<file path="config.mk">
export PLATFORM = sky130hd
export DESIGN_NAME = palette_register_pixel_output_unit
export DESIGN_NICKNAME = d
export VERILOG_FILES = /design/src/hdl/prpo_pkg.sv /design/src/hdl/palette_register_pixel_output_unit.sv /design/src/hdl/prpo_ram.sv /design/src/hdl/prpo_ctrl.sv /design/src/hdl/prpo_colour.sv
export SDC_FILE = /design/constraint.sdc
export NUM_CORES = 1
export LEC_CHECK = 0
export BUFFER_PORTS_ARGS = -buffer_cell sky130_fd_sc_hd__buf_2
export CORE_MARGIN = 5
export CORE_UTILIZATION = 55
export CTS_BUF_LIST = sky130_fd_sc_hd__clkbuf_8
export CTS_CLUSTER_SIZE = 8
export DETAILED_ROUTE_END_ITERATION = 6
export PLACE_DENSITY = 0.72
export SLEW_MARGIN = 20
export SYNTH_ARGS = -nofsm -noshare
export SYNTH_HDL_FRONTEND = slang
export SYNTH_SLANG_ARGS = --single-unit
</file>
<file path="constraint.sdc">
create_clock -name clk -period 3.45 [get_ports clk]
set_input_delay 0.69 -clock clk [delete_from_list [all_inputs] [get_ports clk]]
set_output_delay 0.69 -clock clk [all_outputs]
set_load 0.03 [all_outputs]
</file>
<file path="src/hdl/prpo_pkg.sv">
// Package for the palette pixel output unit: item types, register codes,
// read modes and the cell-to-index mapping. Depends on nothing.
`default_nettype none
package prpo_pkg;

	localparam int PAL_DEPTH = 32;
	localparam int PAL_AW    = 5;

	localparam logic [1:0] OP_WRITE = 2'd0;
	localparam logic [1:0] OP_READ  = 2'd1;
	localparam logic [1:0] OP_PIXEL = 2'd2;

	localparam logic [4:0] REG_BG     = 5'h00;
	localparam logic [4:0] REG_STATUS = 5'h08;
	localparam logic [4:0] REG_CTRL   = 5'h1C;

	localparam logic [1:0] MODE_INTERLEAVE = 2'd2;
	localparam logic [1:0] MODE_ONE_BIT    = 2'd3;

	localparam logic [7:0] KILL_MASK = 8'h0F;

	typedef struct packed {
		logic [1:0] operation;
		logic [4:0] reg_addr;
		logic [7:0] write_data;
		logic       vertical_blank;
		logic [4:0] cell_req;
	} req_t;

	typedef struct packed {
		logic [7:0] read_data;
		logic [7:0] left_pixel;
		logic [7:0] right_pixel;
	} rsp_t;

	// Everything the color stage needs besides the palette read data.
	typedef struct packed {
		logic       pixel;
		logic       kill;
		logic [7:0] bg;
		logic       left_bg;
		logic       left_valid;
		logic       right_bg;
		logic       right_valid;
		logic [7:0] read_data;
	} stage_t;

	// Decoded controls from the front end.
	typedef struct packed {
		logic              wr_en;
		logic [PAL_AW-1:0] wr_addr;
		logic [7:0]        wr_data;
		logic [PAL_AW-1:0] left_addr;
		logic [PAL_AW-1:0] right_addr;
		stage_t            info;
	} ctrl_t;

	function automatic logic [PAL_AW-1:0] left_index(input logic [1:0] mode,
		input logic [4:0] cell_bits);
		logic [PAL_AW-1:0] idx;
		case (mode)
			MODE_INTERLEAVE: idx = {cell_bits[4], 2'b00, cell_bits[1], cell_bits[3]};
			MODE_ONE_BIT:    idx = {cell_bits[4:2], cell_bits[1], 1'b0};
			default:         idx = cell_bits;
		endcase
		return idx;
	endfunction

	function automatic logic [PAL_AW-1:0] right_index(input logic [1:0] mode,
		input logic [4:0] cell_bits);
		logic [PAL_AW-1:0] idx;
		case (mode)
			MODE_INTERLEAVE: idx = {cell_bits[4], 2'b00, cell_bits[0], cell_bits[2]};
			MODE_ONE_BIT:    idx = {cell_bits[4:2], cell_bits[0], 1'b0};
			default:         idx = cell_bits;
		endcase
		return idx;
	endfunction

endpackage
`default_nettype wire

</file>
<file path="src/hdl/palette_register_pixel_output_unit.sv">
// Top level of the palette pixel output unit: stage register, palette RAM,
// color stage and result register. Uses prpo_pkg, prpo_ctrl, prpo_ram, prpo_colour.
`default_nettype none
// Each item is a bus register write, a bus register read or one line-buffer
// cell, and each yields exactly one result item. The unit takes one item every
// cycle unless stalled, passing the stage and result registers, at one item
// per cycle sustained while the result side keeps taking. Writes and control
// changes take effect for the very next item. The palette lives in a small
// dual-read RAM; the slots whose index is a multiple of four always hold the
// same value and are kept in one background register instead. Palette entries
// not yet written read as zero through per-entry valid bits cleared at reset,
// so no clearing pass is needed. A full result register stalls only the stage
// register behind it, and the unit stops taking items only when both are full.
module palette_register_pixel_output_unit (
	input  wire logic           clk,
	input  wire logic           arst_n,
	input  wire logic           req_valid,
	output logic                req_ready,
	input  wire prpo_pkg::req_t req,
	output logic                rsp_valid,
	input  wire logic           rsp_ready,
	output prpo_pkg::rsp_t      rsp
);

	prpo_pkg::ctrl_t  ctrl;
	prpo_pkg::stage_t info_s1;
	prpo_pkg::rsp_t   result;
	prpo_pkg::rsp_t   rsp_q;
	logic             valid_s1;
	logic             rsp_valid_q;
	logic             req_accept;
	logic             s1_advance;
	logic [7:0]       left_data_s1;
	logic [7:0]       right_data_s1;

	// The stage register moves on whenever the result register is free or
	// being emptied in this cycle.
	assign s1_advance = valid_s1 && (!rsp_valid_q || rsp_ready);
	assign req_ready  = !valid_s1 || s1_advance;
	assign req_accept = req_valid && req_ready;

	prpo_ctrl u_ctrl (
		.clk    (clk),
		.arst_n (arst_n),
		.accept (req_accept),
		.req    (req),
		.ctrl   (ctrl)
	);

	// Read data is captured with the item, so it stays with the stage
	// register while that is stalled.
	prpo_ram #(
		.WIDTH (8),
		.DEPTH (prpo_pkg::PAL_DEPTH)
	) u_pal_ram (
		.clk     (clk),
		.we      (ctrl.wr_en),
		.waddr   (ctrl.wr_addr),
		.wdata   (ctrl.wr_data),
		.re      (req_accept),
		.raddr_a (ctrl.left_addr),
		.raddr_b (ctrl.right_addr),
		.rdata_a (left_data_s1),
		.rdata_b (right_data_s1)
	);

	always_ff @(posedge clk or negedge arst_n) begin
		if (!arst_n) begin
			valid_s1    <= 1'b0;
			rsp_valid_q <= 1'b0;
		end else begin
			if (req_accept) begin
				valid_s1 <= 1'b1;
			end else if (s1_advance) begin
				valid_s1 <= 1'b0;
			end
			if (s1_advance) begin
				rsp_valid_q <= 1'b1;
			end else if (rsp_ready) begin
				rsp_valid_q <= 1'b0;
			end
		end
	end

	always_ff @(posedge clk) begin
		if (req_accept) begin
			info_s1 <= ctrl.info;
		end
		if (s1_advance) begin
			rsp_q <= result;
		end
	end

	prpo_colour u_colour (
		.info       (info_s1),
		.left_data  (left_data_s1),
		.right_data (right_data_s1),
		.rsp        (result)
	);

	assign rsp_valid = rsp_valid_q;
	assign rsp       = rsp_q;

	// A control write must show up in the kill bit seen by the next item.
	a_ctrl_kill: assert property (@(posedge clk) disable iff (!arst_n)
		(req_accept && req.operation == prpo_pkg::OP_WRITE
			&& req.reg_addr == prpo_pkg::REG_CTRL)
		|=> (ctrl.info.kill == $past(req.write_data[7])))
		else $error("color kill latch did not follow control write");

	// Both stages full and output stalled: no new item may be taken.
	a_full_stall: assert property (@(posedge clk) disable iff (!arst_n)
		(valid_s1 && rsp_valid_q && !rsp_ready) |-> !req_ready)
		else $error("item accepted while both stages are full");

	// Items other than pixel cells never carry pixel colors.
	a_non_pixel_zero: assert property (@(posedge clk) disable iff (!arst_n)
		(valid_s1 && !info_s1.pixel) |-> (result.left_pixel == 8'h00
			&& result.right_pixel == 8'h00))
		else $error("non-pixel item produced pixel colors");

	// A result register that is stalled keeps its item.
	a_hold: assert property (@(posedge clk) disable iff (!arst_n)
		(rsp_valid_q && !rsp_ready) |=> (rsp_valid_q && $stable(rsp_q)))
		else $error("stalled result changed");

endmodule
`default_nettype wire

</file>
<file path="src/hdl/prpo_ram.sv">
// Generic RAM: one write port, two read ports with registered read data.
// Depends on nothing.
`default_nettype none
module prpo_ram #(
	parameter int WIDTH = 8,
	parameter int DEPTH = 32,
	parameter int AW    = $clog2(DEPTH)
) (
	input  wire logic             clk,
	input  wire logic             we,
	input  wire logic [AW-1:0]    waddr,
	input  wire logic [WIDTH-1:0] wdata,
	input  wire logic             re,
	input  wire logic [AW-1:0]    raddr_a,
	input  wire logic [AW-1:0]    raddr_b,
	output logic      [WIDTH-1:0] rdata_a,
	output logic      [WIDTH-1:0] rdata_b
);

	logic [WIDTH-1:0] mem_q [DEPTH];

	always_ff @(posedge clk) begin
		if (we) begin
			mem_q[waddr] <= wdata;
		end
		if (re) begin
			rdata_a <= mem_q[raddr_a];
			rdata_b <= mem_q[raddr_b];
		end
	end

endmodule
`default_nettype wire

</file>
<file path="src/hdl/prpo_ctrl.sv">
// Front end of the palette pixel output unit: bus decode, control latch,
// background color, palette valid bits and index mapping. Uses prpo_pkg.
`default_nettype none
module prpo_ctrl (
	input  wire logic            clk,
	input  wire logic            arst_n,
	input  wire logic            accept,
	input  wire prpo_pkg::req_t  req,
	output prpo_pkg::ctrl_t      ctrl
);

	logic                           kill_q;
	logic [1:0]                     mode_q;
	logic [7:0]                     bg_q;
	logic [prpo_pkg::PAL_DEPTH-1:0] valid_q;

	logic is_write;
	logic wr_ctrl;
	logic wr_bg;
	logic wr_pal;
	logic [prpo_pkg::PAL_AW-1:0] li;
	logic [prpo_pkg::PAL_AW-1:0] ri;

	assign is_write = accept && (req.operation == prpo_pkg::OP_WRITE);
	assign wr_bg    = is_write && (req.reg_addr == prpo_pkg::REG_BG);
	assign wr_ctrl  = is_write && (req.reg_addr == prpo_pkg::REG_CTRL);
	assign wr_pal   = is_write && (req.reg_addr[1:0] != 2'b00);

	assign li = prpo_pkg::left_index(mode_q, req.cell_req);
	assign ri = prpo_pkg::right_index(mode_q, req.cell_req);

	always_ff @(posedge clk or negedge arst_n) begin
		if (!arst_n) begin
			kill_q  <= 1'b0;
			mode_q  <= 2'b00;
			bg_q    <= 8'h00;
			valid_q <= '0;
		end else begin
			if (wr_ctrl) begin
				kill_q <= req.write_data[7];
				mode_q <= req.write_data[1:0];
			end
			if (wr_bg) begin
				bg_q <= req.write_data;
			end
			if (wr_pal) begin
				valid_q[req.reg_addr] <= 1'b1;
			end
		end
	end

	always_comb begin
		ctrl.wr_en            = wr_pal;
		ctrl.wr_addr          = req.reg_addr;
		ctrl.wr_data          = req.write_data;
		ctrl.left_addr        = li;
		ctrl.right_addr       = ri;
		ctrl.info.pixel       = (req.operation == prpo_pkg::OP_PIXEL);
		ctrl.info.kill        = kill_q;
		ctrl.info.bg          = bg_q;
		ctrl.info.left_bg     = (li[1:0] == 2'b00);
		ctrl.info.left_valid  = valid_q[li];
		ctrl.info.right_bg    = (ri[1:0] == 2'b00);
		ctrl.info.right_valid = valid_q[ri];
		ctrl.info.read_data   = 8'h00;
		if ((req.operation == prpo_pkg::OP_READ)
			&& (req.reg_addr == prpo_pkg::REG_STATUS)) begin
			ctrl.info.read_data = {req.vertical_blank, 7'b0};
		end
	end

endmodule
`default_nettype wire

</file>
<file path="src/hdl/prpo_colour.sv">
// Color stage: picks background, palette entry or reset value for each
// pixel and applies color kill. Uses prpo_pkg.
`default_nettype none
module prpo_colour (
	input  wire prpo_pkg::stage_t info,
	input  wire logic [7:0]       left_data,
	input  wire logic [7:0]       right_data,
	output prpo_pkg::rsp_t        rsp
);

	logic [7:0] lc;
	logic [7:0] rc;
	logic [7:0] mask;

	always_comb begin
		if (info.left_bg) begin
			lc = info.bg;
		end else begin
			lc = info.left_valid ? left_data : 8'h00;
		end
		if (info.right_bg) begin
			rc = info.bg;
		end else begin
			rc = info.right_valid ? right_data : 8'h00;
		end
		mask = info.kill ? prpo_pkg::KILL_MASK : 8'hFF;
		rsp.read_data   = info.read_data;
		rsp.left_pixel  = info.pixel ? (lc & mask) : 8'h00;
		rsp.right_pixel = info.pixel ? (rc & mask) : 8'h00;
	end

endmodule
`default_nettype wire

</file>
==> summary.txt <==
commonest cells in the netlist = 304 x edfxtp_1, 160 x nand2_1, 104 x nor2_1
Final nets = 1576
Tcrit/Tclk final = 90.4%
Critical R2R Launch = u_ctrl.mode_q[1]
Longest Clk Path Bufs = 3
Syn Area/Cell = 12.0 µm²
crit start category = flop
DRT Wirelength = 55.7 mm
number of synthesized flops with an enable pin = 304
LEAKAGE = 7.08 nW
Root Buffer = clkbuf_8
post-CTS sizing = 0
CP arrival = 3.43 ns
DRT antenna net count = 0
largest net degree at the start of global routing = 48
via count = 13500
pwr/cell area = 527 nW/µm²
DRT iter0 DRCs = 2208
flop2flop setup slack = 0.33 ns
Crit path top cell by count = buf_4
Synth area leaders = edfxtp_1 54%, dfrtp_1 6.7%, mux2i_1 3.9%, nand2_1 3.6%, o21ai_0 2.6%
Hold WC Path Type = in -> async
first-pass GRT wire length = 82.7 mm
Crit path largest cell delay = 0.57 ns
Port Buffers = 43
Slew headroom = 38.9%
Peak Freq = 0.321 GHz
Crit Path Class = reg -> reg
clk sinks = 349
post-synth top area cell = edfxtp_1
Worst R2R Path Depth = 8
CP Capture Type = flop
share of cells above drive strength 1 = 18.2%
Syn Std Cell Area = 16800 µm²
outcome = finished, violations left
Tot GR Track Use = 32.6%
Post-synth ARST share = 12.9%
Setup violations, final = 0
Avg WL per Cell = 28.0 µm
Post-DP HPWL = 38.3 mm
Pins Over Slew Limit = 0
vias per inst = 6.78
Req. time, crit path = 3.76 ns
#FFs+latches synth = 349
cts bufs inserted = 57
RePlAce Congestion = 1.00
Slew @ Worst Pin = 0.909 ns
sequential-to-total area share from yosys stat = 61.0%
Hold Buf Count CTS = 0
CP Max Fanout = 14
synth unique cells = 67
Slowest-stage cell, CP = dfrtp_1
count leader, synth = edfxtp_1
Synth top area share = 54.3%
Die Wd = 185 µm
Starting Density = 55.4%
clock skew = 0.0257 ns
Mapped Cells = 1399
peak supply drop = 0.000334 V
number of I/O pins = 51
FF-to-FF End = u_pal_ram.rdata_b[4]
Power, Total = 0.0100 W
YS warnings = 0
non-filler cells, final = 1988
placed insts = 1888
vias in the first global route = 12800
Tmin final = 3.12 ns
unrepaired setup endpoints after global routing = false
setup tns final = 0 ns
GR Util met1 = 44.3%
CTS tree = done
die area = 34200 µm²
First-pass DRT Iterations = 7
Core Box Area = 30300 µm²
failing checks = DRC
Post-CTS Setup Repair Bufs = 0
Core Rows = 64
top_reg_cell synth = edfxtp_1
grt peak-use layer = met2
final hold vios = 0
clk_lat worst skew = 0.60 ns
M3 GR Usage = 6.95%
htree depth = 2
GRT overflow = 0
crit-path cells = buf_4 > nand2b_1 > o21ai_1 > buf_4 > nand2_1 > a21oi_1 > nor4_1 > o32ai_1
# DRC = 1
Die Y = 185 µm
# Max-Cap Violations = 0
antenna violations before repair = 6
Area growth, synth to finish = 13.3%
met2 usage = 50.8%
CTS clk-pin slew, worst paths = 0.06 ns
==> critical path: cells and delay by family, from the launching register on <==
family | cells | cell delay [ns]
buffers and inverters | 2 | 0.50
and+or+nand+nor | 3 | 1.38
DFF | 1 | 0.57
AOI/OAI and AO/OA | 3 | 0.38
==> where the power goes <==
group	switching (W)	internal (W)	total, W
Sequential	0.000151	0.00480	0.00495
Combinational	0.00116	0.000599	0.00175
Clock	0.00162	0.00172	0.00334
Total	0.00292	0.00712	0.0100
==> layer usage <==
layer	vias up	routed length (µm)
met2	1054	25400
met5	-	81
met3	198	6600
li1	5656	-
met4	10	3020
met1	6557	20600
==> cell type report <==
cell class                      count  area (µm²)
Fill cell                        2382       11300
Tap cell                          396         495
Clock inverter                     40         215
Clock buffer                       59         812
Sequential cell                   349       10300
Inverter                            9        33.8
Timing Repair Buffer              138         993
Multi-Input combinational cell    996        6240
Antenna cell                        1        2.50
==> worst max-delay path by stage <==
stage	startpoint	endpoint	slack (ns)	depth (start not counted)
finish	u_ctrl.mode_q[1]	u_pal_ram.rdata_b[4]	0.33	8
global route	u_ctrl.mode_q[1]	u_pal_ram.rdata_b[5]	0.22	8
floorplan	req[0]	u_pal_ram.rdata_b[7]	0.91	7
global placement	req[2]	u_pal_ram.rdata_b[5]	0.34	8
detailed placement	req[2]	u_pal_ram.rdata_b[5]	0.34	8
CTS	u_ctrl.mode_q[1]	u_pal_ram.rdata_b[4]	0.44	8
==> cells by family (layout without fill, tap and decap cells) <==
group	Yosys count	in the layout	synth area share, %
multiplexers	113	113	8.42
AND/OR/NAND/NOR	412	412	11.2
other	1	72	0.0223
AO/OA/AOI/OAI	400	400	15.9
flip-flops	349	349	61.0
buffers and inverters	124	246	3.50
==> per-stage QoR <==
stage | hold WS (ns) | setup slack [ns] | utilization (%) | area [µm²]
after detailed placement | 0.390 | 0.344 | 59.4 | 18000
final | 0.0968 | 0.330 | 62.8 | 19100
after floorplan | 0.394 | 0.908 | - | 17100
after CTS | 0.308 | 0.437 | 62.8 | 19000
after global routing | 0.124 | 0.225 | 62.8 | 19000
after global placement | 0.386 | 0.338 | 59.4 | 18000
==> flip-flops by register name (all words and copies together) (netlist names) <==
| register | count |
|---|---|
| u_ctrl.kill_q | 1 |
| u_ctrl.mode_q | 2 |
| u_pal_ram.rdata_a | 8 |
| u_pal_ram.mem_q | 256 |
| rsp_valid | 1 |
| info_s1 | 15 |
| u_pal_ram.rdata_b | 8 |
| u_ctrl.bg_q | 8 |
| valid_s1 | 1 |
| u_ctrl.valid_q | 32 |
| rsp | 17 |
==> placed cells by master, fill, tap and decap left out, types with 4 or more instances in the layout <==
| master | netlist | layout |
|---|---|---|
| nand3b_1 | 5 | 5 |
| mux2i_1 | 65 | 65 |
| a21oi_1 | 85 | 85 |
| nor2_1 | 104 | 103 |
| nor4_1 | 8 | 8 |
| o311ai_0 | 7 | 7 |
| dfrtp_1 | 45 | 45 |
| o32ai_1 | 13 | 13 |
| and3_1 | 8 | 8 |
| clkinv_2 | 0 | 4 |
| buf_2 | 35 | 42 |
| nand3_1 | 15 | 15 |
| and2_1 | 4 | 4 |
| clkinv_1 | 0 | 13 |
| or3_1 | 7 | 7 |
| o221ai_1 | 31 | 31 |
| a211oi_1 | 27 | 27 |
| buf_12 | 0 | 5 |
| or2_2 | 28 | 28 |
| o21ai_0 | 88 | 88 |
| buf_4 | 13 | 91 |
| nor3_1 | 36 | 36 |
| o31ai_1 | 6 | 6 |
| mux2_2 | 28 | 28 |
| inv_1 | 8 | 28 |
| nand2b_1 | 15 | 15 |
| clkbuf_8 | 0 | 59 |
| a31oi_1 | 13 | 13 |
| a2111o_1 | 6 | 6 |
| a221oi_1 | 25 | 25 |
| conb_1 | 1 | 71 |
| o22ai_1 | 35 | 35 |
| a221o_1 | 7 | 7 |
| edfxtp_1 | 304 | 304 |
| nor2b_1 | 11 | 11 |
| nand2_1 | 160 | 160 |
| a22oi_1 | 22 | 22 |
| mux4_2 | 19 | 19 |
| o211ai_1 | 11 | 11 |
Power figures use the tool's default switching activity.
